--- src/rtl/dmbhs_pkg.sv ---
// ----------------------------------------------------------------------------
// dmbhs_pkg
// Shared constants, payload types and controller/datapath link types for the
// menu button hit select block.
// ----------------------------------------------------------------------------
`timescale 1ns / 1ps

package dmbhs_pkg;

  localparam int MAX_BUTTONS = 36;
  localparam int COORD_BITS  = 10;

  localparam int IDX_W  = (MAX_BUTTONS > 1) ? $clog2(MAX_BUTTONS) : 1;
  localparam int CNT_W  = $clog2(MAX_BUTTONS + 1);
  localparam int KIND_W = 2;
  localparam int BTN_W  = 6;
  localparam int EVT_W  = 2;
  localparam int PTR_W  = 16;
  localparam int CMP_W  = (CNT_W > BTN_W) ? CNT_W : BTN_W;
  localparam int SQ_W   = 2 * COORD_BITS;
  localparam int SUM_W  = SQ_W + 1;
  localparam int DIST_W = 28;
  localparam int RECT_W = 4 * COORD_BITS;

  localparam logic [DIST_W-1:0] DIST_BOUND = 28'h800_0000;

  localparam logic [COORD_BITS-1:0] FRAME_W_RESET = COORD_BITS'(720);
  localparam logic [COORD_BITS-1:0] FRAME_H_RESET = COORD_BITS'(576);

  // request kinds
  localparam logic [KIND_W-1:0] KIND_LOAD   = 2'd0;
  localparam logic [KIND_W-1:0] KIND_PRESS  = 2'd1;
  localparam logic [KIND_W-1:0] KIND_MOTION = 2'd2;
  localparam logic [KIND_W-1:0] KIND_OTHER  = 2'd3;

  // event codes
  localparam logic [EVT_W-1:0] EV_NONE     = 2'd0;
  localparam logic [EVT_W-1:0] EV_ACTIVATE = 2'd1;
  localparam logic [EVT_W-1:0] EV_SELECT   = 2'd2;

  // configuration register map
  localparam int CFG_IDX_W  = 3;
  localparam int CFG_DATA_W = COORD_BITS;

  localparam logic [CFG_IDX_W-1:0] REG_BUTTON_COUNT     = 3'd0;
  localparam logic [CFG_IDX_W-1:0] REG_HIGHLIGHT_ACTIVE = 3'd1;
  localparam logic [CFG_IDX_W-1:0] REG_CURRENT_BUTTON   = 3'd2;
  localparam logic [CFG_IDX_W-1:0] REG_FRAME_WIDTH      = 3'd3;
  localparam logic [CFG_IDX_W-1:0] REG_FRAME_HEIGHT     = 3'd4;

  typedef struct packed {
    logic [KIND_W-1:0]      kind;
    logic [5:0]             entry_index;
    logic [COORD_BITS-1:0]  left_edge;
    logic [COORD_BITS-1:0]  right_edge;
    logic [COORD_BITS-1:0]  top_edge;
    logic [COORD_BITS-1:0]  bottom_edge;
    logic signed [PTR_W-1:0] pointer_x;
    logic signed [PTR_W-1:0] pointer_y;
  } in_req_t;

  typedef struct packed {
    logic             handled;
    logic [EVT_W-1:0] event_kind;
    logic [BTN_W-1:0] chosen_button;
  } out_rsp_t;

  typedef struct packed {
    logic [COORD_BITS-1:0] x0;
    logic [COORD_BITS-1:0] x1;
    logic [COORD_BITS-1:0] y0;
    logic [COORD_BITS-1:0] y1;
  } rect_t;

  typedef struct packed {
    logic accept;
    logic issue;
    logic out_load;
    logic out_hit;
  } ctrl_cmd_t;

  typedef struct packed {
    logic no_search;
    logic cnt_zero;
    logic issue_last;
    logic pipe_busy;
    logic out_free;
  } dp_status_t;

  typedef enum logic [2:0] {
    ST_IDLE,
    ST_WALK,
    ST_DRAIN,
    ST_DONE_NONE,
    ST_DONE_HIT
  } ctrl_state_e;

endpackage

--- src/rtl/dmbhs_ram.sv ---
// ----------------------------------------------------------------------------
// dmbhs_ram
// Generic single write port, single read port RAM with registered read data.
// ----------------------------------------------------------------------------
`timescale 1ns / 1ps

module dmbhs_ram #(
  parameter int  WIDTH  = 40,
  parameter int  DEPTH  = 36,
  localparam int ADDR_W = (DEPTH > 1) ? $clog2(DEPTH) : 1
) (
  input  logic              clk_i,
  input  logic              we_i,
  input  logic [ADDR_W-1:0] waddr_i,
  input  logic [WIDTH-1:0]  wdata_i,
  input  logic              re_i,
  input  logic [ADDR_W-1:0] raddr_i,
  output logic [WIDTH-1:0]  rdata_o
);

  logic [WIDTH-1:0] mem_q [DEPTH];
  logic [WIDTH-1:0] rdata_q;

  always_ff @(posedge clk_i) begin
    if (we_i) begin
      mem_q[waddr_i] <= wdata_i;
    end
    if (re_i) begin
      rdata_q <= mem_q[raddr_i];
    end
  end

  assign rdata_o = rdata_q;

endmodule

--- src/rtl/dmbhs_datapath.sv ---
// ----------------------------------------------------------------------------
// dmbhs_datapath
// Configuration registers, pointer scaling, button table, hit test pipeline,
// nearest centre tracking and the output register.
// ----------------------------------------------------------------------------
`timescale 1ns / 1ps

module dmbhs_datapath (
  input  logic                                 clk_i,
  input  logic                                 rst_ni,
  input  dmbhs_pkg::in_req_t                   in_req_i,
  input  logic                                 cfg_valid_i,
  input  logic [dmbhs_pkg::CFG_IDX_W-1:0]      cfg_idx_i,
  input  logic [dmbhs_pkg::CFG_DATA_W-1:0]     cfg_data_i,
  input  dmbhs_pkg::ctrl_cmd_t                 cmd_i,
  output dmbhs_pkg::dp_status_t                status_o,
  input  logic                                 out_stall_i,
  output logic                                 out_valid_o,
  output dmbhs_pkg::out_rsp_t                  out_rsp_o
);

  localparam int C = dmbhs_pkg::COORD_BITS;

  // configuration
  logic [dmbhs_pkg::BTN_W-1:0] count_q;
  logic                        hl_q;
  logic [dmbhs_pkg::BTN_W-1:0] cur_q;
  logic [C-1:0]                fw_q;
  logic [C-1:0]                fh_q;

  always_ff @(posedge clk_i or negedge rst_ni) begin
    if (!rst_ni) begin
      count_q <= '0;
      hl_q    <= 1'b0;
      cur_q   <= '0;
      fw_q    <= dmbhs_pkg::FRAME_W_RESET;
      fh_q    <= dmbhs_pkg::FRAME_H_RESET;
    end else if (cfg_valid_i) begin
      case (cfg_idx_i)
        dmbhs_pkg::REG_BUTTON_COUNT:     count_q <= cfg_data_i[dmbhs_pkg::BTN_W-1:0];
        dmbhs_pkg::REG_HIGHLIGHT_ACTIVE: hl_q    <= cfg_data_i[0];
        dmbhs_pkg::REG_CURRENT_BUTTON:   cur_q   <= cfg_data_i[dmbhs_pkg::BTN_W-1:0];
        dmbhs_pkg::REG_FRAME_WIDTH:      fw_q    <= cfg_data_i;
        dmbhs_pkg::REG_FRAME_HEIGHT:     fh_q    <= cfg_data_i;
        default: ;
      endcase
    end
  end

  // saturated button count
  logic [dmbhs_pkg::CNT_W-1:0] n_sat;
  always_comb begin
    if (dmbhs_pkg::CMP_W'(count_q) > dmbhs_pkg::CMP_W'(dmbhs_pkg::MAX_BUTTONS)) begin
      n_sat = dmbhs_pkg::CNT_W'(dmbhs_pkg::MAX_BUTTONS);
    end else begin
      n_sat = dmbhs_pkg::CNT_W'(count_q);
    end
  end

  // pointer scaling to frame pixels
  logic [15:0]     x_off;
  logic [16:0]     y_off;
  logic [16+C-1:0] prod_x;
  logic [17+C-1:0] prod_y;

  assign x_off  = {~in_req_i.pointer_x[15], in_req_i.pointer_x[14:0]};
  assign y_off  = 17'd32768 - {in_req_i.pointer_y[15], in_req_i.pointer_y};
  assign prod_x = x_off * fw_q;
  assign prod_y = y_off * fh_q;

  logic [C-1:0]                 px_q, py_q;
  logic [dmbhs_pkg::KIND_W-1:0] kind_q;
  logic [dmbhs_pkg::CNT_W-1:0]  n_q;
  logic [dmbhs_pkg::CNT_W-1:0]  cnt_q;

  always_ff @(posedge clk_i) begin
    if (cmd_i.accept) begin
      px_q   <= prod_x[16+C-1:16];
      py_q   <= prod_y[16+C-1:16];
      kind_q <= in_req_i.kind;
    end
  end

  always_ff @(posedge clk_i or negedge rst_ni) begin
    if (!rst_ni) begin
      n_q   <= '0;
      cnt_q <= '0;
    end else if (cmd_i.accept) begin
      n_q   <= n_sat;
      cnt_q <= '0;
    end else if (cmd_i.issue) begin
      cnt_q <= cnt_q + dmbhs_pkg::CNT_W'(1);
    end
  end

  // button table
  logic            ram_we;
  dmbhs_pkg::rect_t wr_rect;
  dmbhs_pkg::rect_t rd_rect;
  logic [dmbhs_pkg::RECT_W-1:0] rd_data;

  assign ram_we = cmd_i.accept && (in_req_i.kind == dmbhs_pkg::KIND_LOAD) &&
                  (dmbhs_pkg::CMP_W'(in_req_i.entry_index) <
                   dmbhs_pkg::CMP_W'(dmbhs_pkg::MAX_BUTTONS));
  assign wr_rect = '{x0: in_req_i.left_edge, x1: in_req_i.right_edge,
                     y0: in_req_i.top_edge,  y1: in_req_i.bottom_edge};
  assign rd_rect = dmbhs_pkg::rect_t'(rd_data);

  dmbhs_ram #(
    .WIDTH (dmbhs_pkg::RECT_W),
    .DEPTH (dmbhs_pkg::MAX_BUTTONS)
  ) u_table (
    .clk_i   (clk_i),
    .we_i    (ram_we),
    .waddr_i (in_req_i.entry_index[dmbhs_pkg::IDX_W-1:0]),
    .wdata_i (wr_rect),
    .re_i    (cmd_i.issue),
    .raddr_i (cnt_q[dmbhs_pkg::IDX_W-1:0]),
    .rdata_o (rd_data)
  );

  // stage 1: hit test and centre offsets
  logic                        v1_q, v2_q, v3_q;
  logic [dmbhs_pkg::CNT_W-1:0] b1_q, b2_q, b3_q;
  logic                        hit1, hit2_q, hit3_q;
  logic [C:0]                  sum_x, sum_y;
  logic [C-1:0]                cx, cy, dx1, dy1, dx2_q, dy2_q;
  logic [dmbhs_pkg::SQ_W-1:0]  sqx3_q, sqy3_q;

  assign hit1  = (px_q >= rd_rect.x0) && (px_q <= rd_rect.x1) &&
                 (py_q >= rd_rect.y0) && (py_q <= rd_rect.y1);
  assign sum_x = {1'b0, rd_rect.x0} + {1'b0, rd_rect.x1};
  assign sum_y = {1'b0, rd_rect.y0} + {1'b0, rd_rect.y1};
  assign cx    = sum_x[C:1];
  assign cy    = sum_y[C:1];
  assign dx1   = (cx > px_q) ? (cx - px_q) : (px_q - cx);
  assign dy1   = (cy > py_q) ? (cy - py_q) : (py_q - cy);

  always_ff @(posedge clk_i or negedge rst_ni) begin
    if (!rst_ni) begin
      v1_q <= 1'b0;
      v2_q <= 1'b0;
      v3_q <= 1'b0;
    end else begin
      v1_q <= cmd_i.issue;
      v2_q <= v1_q;
      v3_q <= v2_q;
    end
  end

  always_ff @(posedge clk_i) begin
    if (cmd_i.issue) begin
      b1_q <= cnt_q;
    end
    b2_q   <= b1_q;
    hit2_q <= hit1;
    dx2_q  <= dx1;
    dy2_q  <= dy1;
    b3_q   <= b2_q;
    hit3_q <= hit2_q;
    sqx3_q <= dx2_q * dx2_q;
    sqy3_q <= dy2_q * dy2_q;
  end

  // stage 3: nearest centre, earlier button wins a tie
  logic [dmbhs_pkg::SUM_W-1:0]  dist_sum;
  logic [dmbhs_pkg::DIST_W-1:0] dist_q;
  logic [dmbhs_pkg::CNT_W-1:0]  best_q;

  assign dist_sum = dmbhs_pkg::SUM_W'(sqx3_q) + dmbhs_pkg::SUM_W'(sqy3_q);

  always_ff @(posedge clk_i or negedge rst_ni) begin
    if (!rst_ni) begin
      dist_q <= dmbhs_pkg::DIST_BOUND;
      best_q <= '0;
    end else if (cmd_i.accept) begin
      dist_q <= dmbhs_pkg::DIST_BOUND;
      best_q <= '0;
    end else if (v3_q && hit3_q && (dmbhs_pkg::DIST_W'(dist_sum) < dist_q)) begin
      dist_q <= dmbhs_pkg::DIST_W'(dist_sum);
      best_q <= b3_q + dmbhs_pkg::CNT_W'(1);
    end
  end

  // response
  dmbhs_pkg::out_rsp_t rsp_d, out_q;
  logic                out_valid_q;

  always_comb begin
    rsp_d = '0;
    if (cmd_i.out_hit) begin
      rsp_d.handled = 1'b1;
      if (best_q != '0) begin
        rsp_d.chosen_button = dmbhs_pkg::BTN_W'(best_q);
        case (kind_q)
          dmbhs_pkg::KIND_PRESS: rsp_d.event_kind = dmbhs_pkg::EV_ACTIVATE;
          dmbhs_pkg::KIND_MOTION: begin
            if (dmbhs_pkg::CMP_W'(cur_q) == dmbhs_pkg::CMP_W'(best_q)) begin
              rsp_d.event_kind = dmbhs_pkg::EV_NONE;
            end else begin
              rsp_d.event_kind = dmbhs_pkg::EV_SELECT;
            end
          end
          default: rsp_d.event_kind = dmbhs_pkg::EV_NONE;
        endcase
      end
    end
  end

  always_ff @(posedge clk_i or negedge rst_ni) begin
    if (!rst_ni) begin
      out_valid_q <= 1'b0;
    end else if (cmd_i.out_load) begin
      out_valid_q <= 1'b1;
    end else if (!out_stall_i) begin
      out_valid_q <= 1'b0;
    end
  end

  always_ff @(posedge clk_i) begin
    if (cmd_i.out_load) begin
      out_q <= rsp_d;
    end
  end

  assign out_valid_o = out_valid_q;
  assign out_rsp_o   = out_q;

  assign status_o.no_search  = (in_req_i.kind == dmbhs_pkg::KIND_LOAD) || !hl_q;
  assign status_o.cnt_zero   = (n_sat == '0);
  assign status_o.issue_last = ((cnt_q + dmbhs_pkg::CNT_W'(1)) == n_q);
  assign status_o.pipe_busy  = v1_q || v2_q || v3_q;
  assign status_o.out_free   = !out_valid_q || !out_stall_i;

  a_read_in_table: assert property (@(posedge clk_i) disable iff (!rst_ni)
    cmd_i.issue |-> (cnt_q < n_q))
    else $error("table read beyond button count");

  a_best_in_range: assert property (@(posedge clk_i) disable iff (!rst_ni)
    best_q <= n_q)
    else $error("best button beyond button count");

  a_event_handled: assert property (@(posedge clk_i) disable iff (!rst_ni)
    (out_valid_q && (out_q.event_kind != dmbhs_pkg::EV_NONE)) |-> out_q.handled)
    else $error("event reported on unhandled request");

  a_out_from_load: assert property (@(posedge clk_i) disable iff (!rst_ni)
    $rose(out_valid_q) |-> $past(cmd_i.out_load))
    else $error("output valid without a load");

endmodule

--- src/rtl/dmbhs_ctrl.sv ---
// ----------------------------------------------------------------------------
// dmbhs_ctrl
// Controller: accepts a request, steps the table walk, waits for the hit
// pipeline to drain and hands the result to the output register.
// ----------------------------------------------------------------------------
`timescale 1ns / 1ps

module dmbhs_ctrl (
  input  logic                  clk_i,
  input  logic                  rst_ni,
  input  logic                  in_valid_i,
  output logic                  in_stall_o,
  input  dmbhs_pkg::dp_status_t status_i,
  output dmbhs_pkg::ctrl_cmd_t  cmd_o
);

  dmbhs_pkg::ctrl_state_e state_q, state_d;

  always_ff @(posedge clk_i or negedge rst_ni) begin
    if (!rst_ni) begin
      state_q <= dmbhs_pkg::ST_IDLE;
    end else begin
      state_q <= state_d;
    end
  end

  always_comb begin
    state_d = state_q;
    case (state_q)
      dmbhs_pkg::ST_IDLE: begin
        if (in_valid_i) begin
          if (status_i.no_search) begin
            state_d = dmbhs_pkg::ST_DONE_NONE;
          end else if (status_i.cnt_zero) begin
            state_d = dmbhs_pkg::ST_DONE_HIT;
          end else begin
            state_d = dmbhs_pkg::ST_WALK;
          end
        end
      end
      dmbhs_pkg::ST_WALK: begin
        if (status_i.issue_last) begin
          state_d = dmbhs_pkg::ST_DRAIN;
        end
      end
      dmbhs_pkg::ST_DRAIN: begin
        if (!status_i.pipe_busy) begin
          state_d = dmbhs_pkg::ST_DONE_HIT;
        end
      end
      dmbhs_pkg::ST_DONE_NONE,
      dmbhs_pkg::ST_DONE_HIT: begin
        if (status_i.out_free) begin
          state_d = dmbhs_pkg::ST_IDLE;
        end
      end
      default: state_d = dmbhs_pkg::ST_IDLE;
    endcase
  end

  always_comb begin
    cmd_o      = '0;
    in_stall_o = 1'b1;
    case (state_q)
      dmbhs_pkg::ST_IDLE: begin
        in_stall_o   = 1'b0;
        cmd_o.accept = in_valid_i;
      end
      dmbhs_pkg::ST_WALK: begin
        cmd_o.issue = 1'b1;
      end
      dmbhs_pkg::ST_DONE_NONE: begin
        cmd_o.out_load = status_i.out_free;
      end
      dmbhs_pkg::ST_DONE_HIT: begin
        cmd_o.out_load = status_i.out_free;
        cmd_o.out_hit  = 1'b1;
      end
      default: ;
    endcase
  end

  a_idle_pipe_empty: assert property (@(posedge clk_i) disable iff (!rst_ni)
    (state_q == dmbhs_pkg::ST_IDLE) |-> !status_i.pipe_busy)
    else $error("hit pipeline busy while idle");

  a_walk_ends: assert property (@(posedge clk_i) disable iff (!rst_ni)
    (state_q == dmbhs_pkg::ST_DRAIN) |-> !cmd_o.issue)
    else $error("table read issued while draining");

  a_accept_only_idle: assert property (@(posedge clk_i) disable iff (!rst_ni)
    cmd_o.accept |=> (state_q != dmbhs_pkg::ST_IDLE))
    else $error("accepted request left controller idle");

endmodule

--- src/rtl/dvd_menu_button_hit_select_core.sv ---
// ----------------------------------------------------------------------------
// dvd_menu_button_hit_select_core
// Load request, or pointer request with highlight off or no buttons: the
// result goes from the done state into the output register once that is
// free; the next request is taken after it has been loaded.
// Pointer request: the result follows the walk over N table entries, N being
// the saturated button count, read by the one-entry-per-cycle table walk,
// and the drain of its three-stage hit pipeline.
// Reset: asynchronous, active low; configuration returns to its defaults,
// table contents stay undefined until loaded.
`timescale 1ns / 1ps

module dvd_menu_button_hit_select_core (
  input  logic                             clk_i,
  input  logic                             rst_ni,
  input  logic                             in_valid_i,
  output logic                             in_stall_o,
  input  dmbhs_pkg::in_req_t               in_req_i,
  output logic                             out_valid_o,
  input  logic                             out_stall_i,
  output dmbhs_pkg::out_rsp_t              out_rsp_o,
  input  logic                             cfg_valid_i,
  output logic                             cfg_ready_o,
  input  logic [dmbhs_pkg::CFG_IDX_W-1:0]  cfg_idx_i,
  input  logic [dmbhs_pkg::CFG_DATA_W-1:0] cfg_data_i
);

  dmbhs_pkg::ctrl_cmd_t  cmd;
  dmbhs_pkg::dp_status_t status;

  assign cfg_ready_o = 1'b1;

  dmbhs_ctrl u_ctrl (
    .clk_i      (clk_i),
    .rst_ni     (rst_ni),
    .in_valid_i (in_valid_i),
    .in_stall_o (in_stall_o),
    .status_i   (status),
    .cmd_o      (cmd)
  );

  dmbhs_datapath u_datapath (
    .clk_i       (clk_i),
    .rst_ni      (rst_ni),
    .in_req_i    (in_req_i),
    .cfg_valid_i (cfg_valid_i),
    .cfg_idx_i   (cfg_idx_i),
    .cfg_data_i  (cfg_data_i),
    .cmd_i       (cmd),
    .status_o    (status),
    .out_stall_i (out_stall_i),
    .out_valid_o (out_valid_o),
    .out_rsp_o   (out_rsp_o)
  );

endmodule

--- config.mk ---
export PLATFORM = sky130hd
export DESIGN_NAME = dvd_menu_button_hit_select_core
export DESIGN_NICKNAME = d
export VERILOG_FILES = /design/src/rtl/dmbhs_pkg.sv /design/src/rtl/dmbhs_ram.sv /design/src/rtl/dmbhs_datapath.sv /design/src/rtl/dmbhs_ctrl.sv /design/src/rtl/dvd_menu_button_hit_select_core.sv
export SDC_FILE = /design/constraint.sdc
export NUM_CORES = 2
export LEC_CHECK = 0
export BUFFER_PORTS_ARGS = -buffer_cell sky130_fd_sc_hd__buf_4
export CELL_PAD_IN_SITES_DETAIL_PLACEMENT = 1
export CELL_PAD_IN_SITES_GLOBAL_PLACEMENT = 1
export CORE_MARGIN = 1
export CORE_UTILIZATION = 50
export DETAILED_ROUTE_END_ITERATION = 8
export PLACE_DENSITY = 0.86
export SYNTH_ARGS = -nofsm -noshare
export SYNTH_HDL_FRONTEND = slang
export SYNTH_HIERARCHICAL = 1
export SYNTH_SLANG_ARGS = --single-unit
--- constraint.sdc ---
create_clock -name clk_i -period 11 [get_ports clk_i]
set_input_delay 0.55 -clock clk_i [delete_from_list [all_inputs] [get_ports clk_i]]
set_output_delay 0.55 -clock clk_i [all_outputs]
set_load 0.005 [all_outputs]
# After elaboration in Yosys (flattened, before gate mapping)
# Memory sizes are Yosys's and may differ from the RTL's. A register that Yosys moved wholly into a read port is not among the register bits.
# Cells that the tools add are included.
dict set report totals {
  ff_bits 197
  elab_cells 129
  mem_count 1
  ram_bits 1440
  output_inout_bits 12
  inputBits 98
}
dict set report op_classes {
  add_sub_neg 10
  multipliers 4
  mux 29
  eq_ne 17
  n_lt_le_gt_ge 9
  n_bitwise 1
  reduce_logical 29
}
# name words width read_ports rd_ports_with_merged_regs wr line_no
set mem_list {}
lappend mem_list {u_datapath.u_table.mem_q 36 40 1 1 1 dmbhs_ram.sv:21} ;# logic [WIDTH-1:0] mem_q [DEPTH];
# operator n
set op_table {}
lappend op_table {{two-way mux 28 bit} 2}
lappend op_table {{multiplier 10 x 10 -> 20 bit} 2}
lappend op_table {{subtractor 10 bit} 4}
lappend op_table {{two-way mux 6 bit} 5}
lappend op_table {{< comparator 21 x 28 -> 1 bit} 1}
lappend op_table {{multiplier 16 x 10 -> 26 bit} 1}
lappend op_table {{multiplier 17 x 10 -> 26 bit} 1}
lappend op_table {{adder 10 x 10 -> 11 bit} 2}
lappend op_table {{adder 20 x 20 -> 21 bit} 1}
lappend op_table {{>= comparator 10 bit} 2}
lappend op_table {{greater-than comparator 10 bit} 2}
lappend op_table {{<= comparator 10 bit} 2}
lappend op_table {{two-way mux 10 bit} 2}
lappend op_table {{two-way mux 3 bit} 6}
lappend op_table {{subtractor 16 x 17 -> 17 bit (first input constant)} 1}
lappend op_table {{adder 6 x 1 -> 6 bit (second input constant)} 2}
lappend op_table {{equality test 3 x 2 -> 1 bit (second input constant)} 4}
lappend op_table {{equality test 6 bit} 2}
lappend op_table {{one-hot mux 3 bit (4 select lines)} 1}
lappend op_table {{AND reduction 2 bit} 6}
lappend op_table {{two-way mux 1 bit} 9}
lappend op_table {{two-way mux 9 bit} 1}
lappend op_table {{two-way mux 8 bit} 1}
lappend op_table {{logical AND 1 bit} 7}
lappend op_table {{20 further kinds} 32}

# Depth between registers and ports, before layout
dict set report depth {
  depth_word 7
  depth_mapped 27
  mapped_depth_nobuf 26
}

# Hierarchy
# The synthesis kept the hierarchy.
# module cells_per_inst area_each_um2 seq_area_each_um2 instances
set modules_own_cells {}
lappend modules_own_cells {dmbhs_ram 2918 57257.4 44442.6 1}
lappend modules_own_cells {dmbhs_datapath 2708 25306.8 4488.1 1}
lappend modules_own_cells {dmbhs_ctrl 28 225.2 75.1 1}
lappend modules_own_cells {dvd_menu_button_hit_select_core 2 11.3 0.0 1}

# Worst setup path after synthesis
# Ideal clock, no wire load.
dict set report synth_path {
  path_kind {input to register}
  startpoint {input in_req_i[2] (netlist name)}
  endpoint {register u_datapath.py_q[9], data pin}
  t_arrival_ns 6.396
  required_ns 10.740
  stages 26
  setup_ns 0.260
  slack_ns 4.345
  n_path_buf 1
  path_cell_list {nor2_1 -> nand3_1 -> or3_1 -> clkbuf_1 -> or2_2 -> nor4_1 -> xnor2_1 -> nand2_1 -> fa_1 -> inv_1 -> fa_1 -> fa_1 -> fa_1 -> inv_1 -> fa_1 -> inv_1 -> ha_1 -> a211oi_1 -> nand2_1 -> a21oi_1 -> o221ai_1 -> a31oi_1 -> a211oi_1 -> o21a_1 -> nor2_1 -> xnor2_1}
}
dict set report synth_between {
  elab_chain_len 2
}
# item line_no
set synth_lines {}
lappend synth_lines {{from (decl)} dvd_menu_button_hit_select_core.sv:18} ;# input dmbhs_pkg::in_req_t in_req_i,
lappend synth_lines {{subtractor 16 x 17 -> 17 bit} dmbhs_datapath.sv:67} ;# assign y_off = 17'd32768 - {in_req_i.pointer_y[15], in_req_i.pointer_y};
lappend synth_lines {{multiplier 17 x 10 -> 26 bit} dmbhs_datapath.sv:69} ;# assign prod_y = y_off * fh_q;
lappend synth_lines {{named net u_datapath.prod_y[25]} dmbhs_datapath.sv:64} ;# logic [17+C-1:0] prod_y;
lappend synth_lines {{to (signal assigned)} dmbhs_datapath.sv:79} ;# py_q <= prod_y[16+C-1:16];
lappend synth_lines {{to (decl)} dmbhs_datapath.sv:71} ;# logic [C-1:0] px_q, py_q;
# The timed path passes the listed nets, and every way through them passes these cells.
# A chain may end at the register's enable or synchronous reset.

# Worst setup path after layout
# Same ends and word-level chain as after synthesis.

==> run_summary.xml <==
<?xml version="1.0" encoding="UTF-8"?>
<metrics>
  <group name="run_status">
    <metric name="outcome" unit="">finished, final reports clean</metric>
  </group>
  <group name="floorplanning">
    <metric name="fp.coreArea" unit="sq um">164000</metric>
    <metric name="die_height" unit="um">409</metric>
    <metric name="die_ar" unit="sq um">167000</metric>
    <metric name="floorplan.die.width" unit="um">409</metric>
    <metric name="start_util" unit="%">50.6</metric>
    <metric name="ioPinCount" unit="">110</metric>
    <metric name="fp-row-count" unit="">148</metric>
  </group>
  <group name="critical_path">
    <metric name="critical_path.max_stage_delay" unit="ns">0.70</metric>
    <metric name="timing.rr.start" unit="">u_datapath/fh_q[3]$_DFFE_PN0P_</metric>
    <metric name="timing.critical_path.mode_cell" unit="">sky130_fd_sc_hd__fa_1</metric>
    <metric name="startpoint" unit="">in_req_i[2]</metric>
    <metric name="crit_path_top_delay_cell" unit="">sky130_fd_sc_hd__xnor2_1</metric>
    <metric name="setup.worst_path.class" unit="">input port to register</metric>
    <metric name="worst-path-max-fanout" unit="">10</metric>
    <metric name="worst_setup_path_end_kind" unit="">register</metric>
    <metric name="crit_path_dat" unit="ns">7.61</metric>
    <metric name="cp.required" unit="ns">11.54</metric>
    <metric name="startpoint_type" unit="">input port</metric>
  </group>
  <group name="cells_and_area">
    <metric name="drive_gt1_share" unit="%">10.6</metric>
    <metric name="syn_to_final_growth" unit="%">9.90</metric>
    <metric name="layout.cells.most_common_list" unit="">sky130_fd_sc_hd__edfxtp_1 (1517), sky130_fd_sc_hd__mux2i_1 (653), sky130_fd_sc_hd__inv_1 (472)</metric>
    <metric name="final_nets" unit="">6516</metric>
    <metric name="layout.cells.most_common" unit="">sky130_fd_sc_hd__edfxtp_1</metric>
  </group>
  <group name="worst_hold_path">
    <metric name="worst_hold_path_type" unit="">input port to register</metric>
    <metric name="holdCritStartpoint" unit="">cfg_data_i[7]</metric>
  </group>
  <group name="sta">
    <metric name="setup-tns-final" unit="ns">0</metric>
    <metric name="grt_setup_unrepaired" unit="">no</metric>
    <metric name="worst_margin_pin_slew" unit="ns">1.20</metric>
    <metric name="period_share" unit="%">64.2</metric>
    <metric name="max_freq" unit="GHz">0.142</metric>
    <metric name="timing.slew.headroom" unit="%">19.0</metric>
    <metric name="worst_clock_skew" unit="ns">0.0473</metric>
    <metric name="final_count_of_hold_timing_violations" unit="">0</metric>
    <metric name="timing_max_transition_violations_final" unit="">0</metric>
    <metric name="finalWorstPathRequiredPeriod" unit="ns">7.06</metric>
    <metric name="postLayoutSetupSlackWorst" unit="ns">3.94</metric>
    <metric name="finalSetupViolCount" unit="">0</metric>
  </group>
  <group name="detailed_routing">
    <metric name="drt-initial-drc-count" unit="">5014</metric>
    <metric name="total_via_count_in_the_routed_design" unit="">50300</metric>
    <metric name="drt.antenna.violating_nets" unit="">0</metric>
    <metric name="post-route-drc-count" unit="">0</metric>
    <metric name="aggregate_routed_wire_length" unit="mm">242</metric>
    <metric name="wl_per_cell" unit="um">30.1</metric>
    <metric name="drt_first_pass_iters" unit="">6</metric>
    <metric name="detail_route.vias_per_cell" unit="">6.24</metric>
  </group>
  <group name="global_route">
    <metric name="grt_pass1_wl" unit="mm">357</metric>
    <metric name="largest_net_degree_at_the_start_of_global_routing" unit="">116</metric>
    <metric name="vias_in_the_first_global_route" unit="">54700</metric>
    <metric name="globalRouteTotalUtil" unit="%">28.9</metric>
    <metric name="grt-ovfl-total" unit="">0</metric>
    <metric name="grt_antenna_before_repair" unit="">23</metric>
  </group>
  <group name="yosys">
    <metric name="synthesis.nets" unit="">6430</metric>
    <metric name="ys_seq_elements" unit="">1669</metric>
    <metric name="netlist_instances" unit="">5656</metric>
    <metric name="postSynth.asyncResetShare" unit="%">4.79</metric>
    <metric name="netlist_area_before_placement" unit="sq um">82800</metric>
    <metric name="synth-seq-area-share" unit="%">59.2</metric>
    <metric name="ys_types" unit="">77</metric>
    <metric name="ys.warnings.count" unit="">6</metric>
    <metric name="syn_area_per_cell" unit="sq um">14.6</metric>
    <metric name="synth-edff-count" unit="">1517</metric>
    <metric name="netlist.top_cell.by_area" unit="">sky130_fd_sc_hd__edfxtp_1</metric>
    <metric name="synth.top_cell.area_share" unit="%">55.0</metric>
    <metric name="ys.flop_type" unit="">sky130_fd_sc_hd__edfxtp_1</metric>
    <metric name="synthTopCellsByArea" unit="">sky130_fd_sc_hd__edfxtp_1 (55%), sky130_fd_sc_hd__mux2i_1 (7.9%), sky130_fd_sc_hd__fa_1 (7.8%), sky130_fd_sc_hd__ha_1 (5.3%), sky130_fd_sc_hd__dfrtp_1 (2.2%)</metric>
  </group>
  <group name="clocking">
    <metric name="clkLatencyLatePin" unit="ns">0.83</metric>
    <metric name="clk_pin_slew" unit="ns">0.06</metric>
    <metric name="setup_buffers_after_cts" unit="">0</metric>
    <metric name="numCtsBuffers" unit="">163</metric>
    <metric name="clock-sinks" unit="">1669</metric>
    <metric name="clock_tree_from_tritoncts" unit="">done</metric>
    <metric name="ctsHtreeMaxLevel" unit="">4</metric>
    <metric name="cts-root-buf" unit="">sky130_fd_sc_hd__clkbuf_16</metric>
    <metric name="clock_path_buffers" unit="">3</metric>
  </group>
  <group name="placed_design">
    <metric name="post_place_setup_slack" unit="ns">3.19</metric>
    <metric name="globalplace.congestion" unit="">0.824</metric>
    <metric name="numPortBuffers" unit="">108</metric>
    <metric name="place_hpwl" unit="mm">142</metric>
  </group>
  <group name="job">
    <metric name="maxCapViolCount" unit="">0</metric>
  </group>
</metrics>
==> synthesized netlist by cell type (41+ instances only) <==
library cell               number
sky130_fd_sc_hd__a21o_1        58
sky130_fd_sc_hd__a21oi_1      202
sky130_fd_sc_hd__a221oi_1      49
sky130_fd_sc_hd__a22o_1        80
sky130_fd_sc_hd__a22oi_1      160
sky130_fd_sc_hd__and2_1       219
sky130_fd_sc_hd__buf_2         47
sky130_fd_sc_hd__clkbuf_1     144
sky130_fd_sc_hd__dfrtp_1       73
sky130_fd_sc_hd__dfxtp_1       72
sky130_fd_sc_hd__edfxtp_1    1517
sky130_fd_sc_hd__fa_1         323
sky130_fd_sc_hd__ha_1         353
sky130_fd_sc_hd__inv_1        472
sky130_fd_sc_hd__mux2_2        41
sky130_fd_sc_hd__mux2i_1      653
sky130_fd_sc_hd__nand2_1      290
sky130_fd_sc_hd__nor2_1       160
sky130_fd_sc_hd__o21ai_0       58
sky130_fd_sc_hd__xnor2_1       95
sky130_fd_sc_hd__xor2_1        50
==> final cells by class <==
| class | instances | area (sq um) |
|---|---|---|
| fillers | 15400 | 72500 |
| flip-flops and latches | 1669 | 49000 |
| multi-input cells | 3255 | 31000 |
| clock buffers | 206 | 4310 |
| well taps | 2175 | 2720 |
| inverters | 472 | 1770 |
| repair buffers | 181 | 1460 |
| clock inverters | 85 | 657 |
| diodes | 7 | 17.5 |
==> sequential cells by signal, indices dropped and copies added (netlist names), 10 cells and up <==
| name | count |
|---|---|
| u_datapath/py_q | 10 |
| u_datapath/px_q | 10 |
| u_datapath/sqx3_q | 19 |
| u_datapath/dist_q | 22 |
| u_datapath/sqy3_q | 19 |
| u_datapath/fw_q | 10 |
| u_datapath/dx2_q | 10 |
| u_datapath/fh_q | 10 |
| u_datapath/u_table/rdata_o | 40 |
| u_datapath/dy2_q | 10 |
| u_datapath/u_table/mem_q | 1440 |
==> metrics by stage <==
step	instance area (sq um)	hold slack, ns	instances	util, %
2_1_floorplan	82800	0.254	5656	-
5_1_grt	91000	0.0142	8043	55.6
3_3_place_gp	86000	0.310	7748	52.6
4_1_cts	91000	0.00352	8043	55.6
6_report	91000	0.0449	8050	55.7
3_5_place_dp	86000	0.313	7748	52.6
==> per-layer routing <==
metal	vias up	GRT usage [%]	wire (um)
met4	30	13.5	12500
met1	25900	35.1	88100
met3	742	6.34	21700
met5	-	0	200
li1	21000	-	-
met2	2596	49.1	120000
==> cell families after synthesis <==
group	synth area share [%]
muxes	9.54
AOI/OAI and AO/OA	7.74
and+or+nand+nor	5.14
xor gates and xnor gates	1.53
other	0.00453
buffers and inverters	3.71
DFF	59.2
adders and majority gates	13.1
==> final timing paths <==
kind | endpoint | slack [ns] | depth (start not counted)
worst min-delay path | u_datapath/fw_q[7]$_DFFE_PN1P_ | 0.04 | 2
max in group asynchronous | u_datapath/cnt_q[0]$_DFFE_PN0P_ | 9.61 | 3
worst max-delay path | u_datapath/py_q[9]$_DFFE_PP_ | 3.94 | 26
worst max register to register | u_datapath/py_q[9]$_DFFE_PP_ | 4.63 | 19
worst min register to register | u_datapath/b3_q[4]$_DFF_P_ | 0.33 | 0
min in group asynchronous | u_datapath/fw_q[1]$_DFFE_PN0P_ | 0.18 | 2
==> worst max-delay path: cells and delay by family <==
kind / cells / cell delay, ns
and+or+nand+nor: 8 / 1.63
AOI/OAI and AO/OA: 6 / 1.40
xor gates and xnor gates: 2 / 0.78
buffers and inverters: 4 / 0.29
adders and majority gates: 6 / 2.98
==> what timing repair did <==
action | 4_1_cts | 5_1_grt
endpoints found under the hold margin | 29 | 0
resized for setup | 0 | 0
hold buffers | 4 | 0
Power is not shown: default switching activity piles up to over one toggle a cycle in this logic, so the estimate is an artifact.
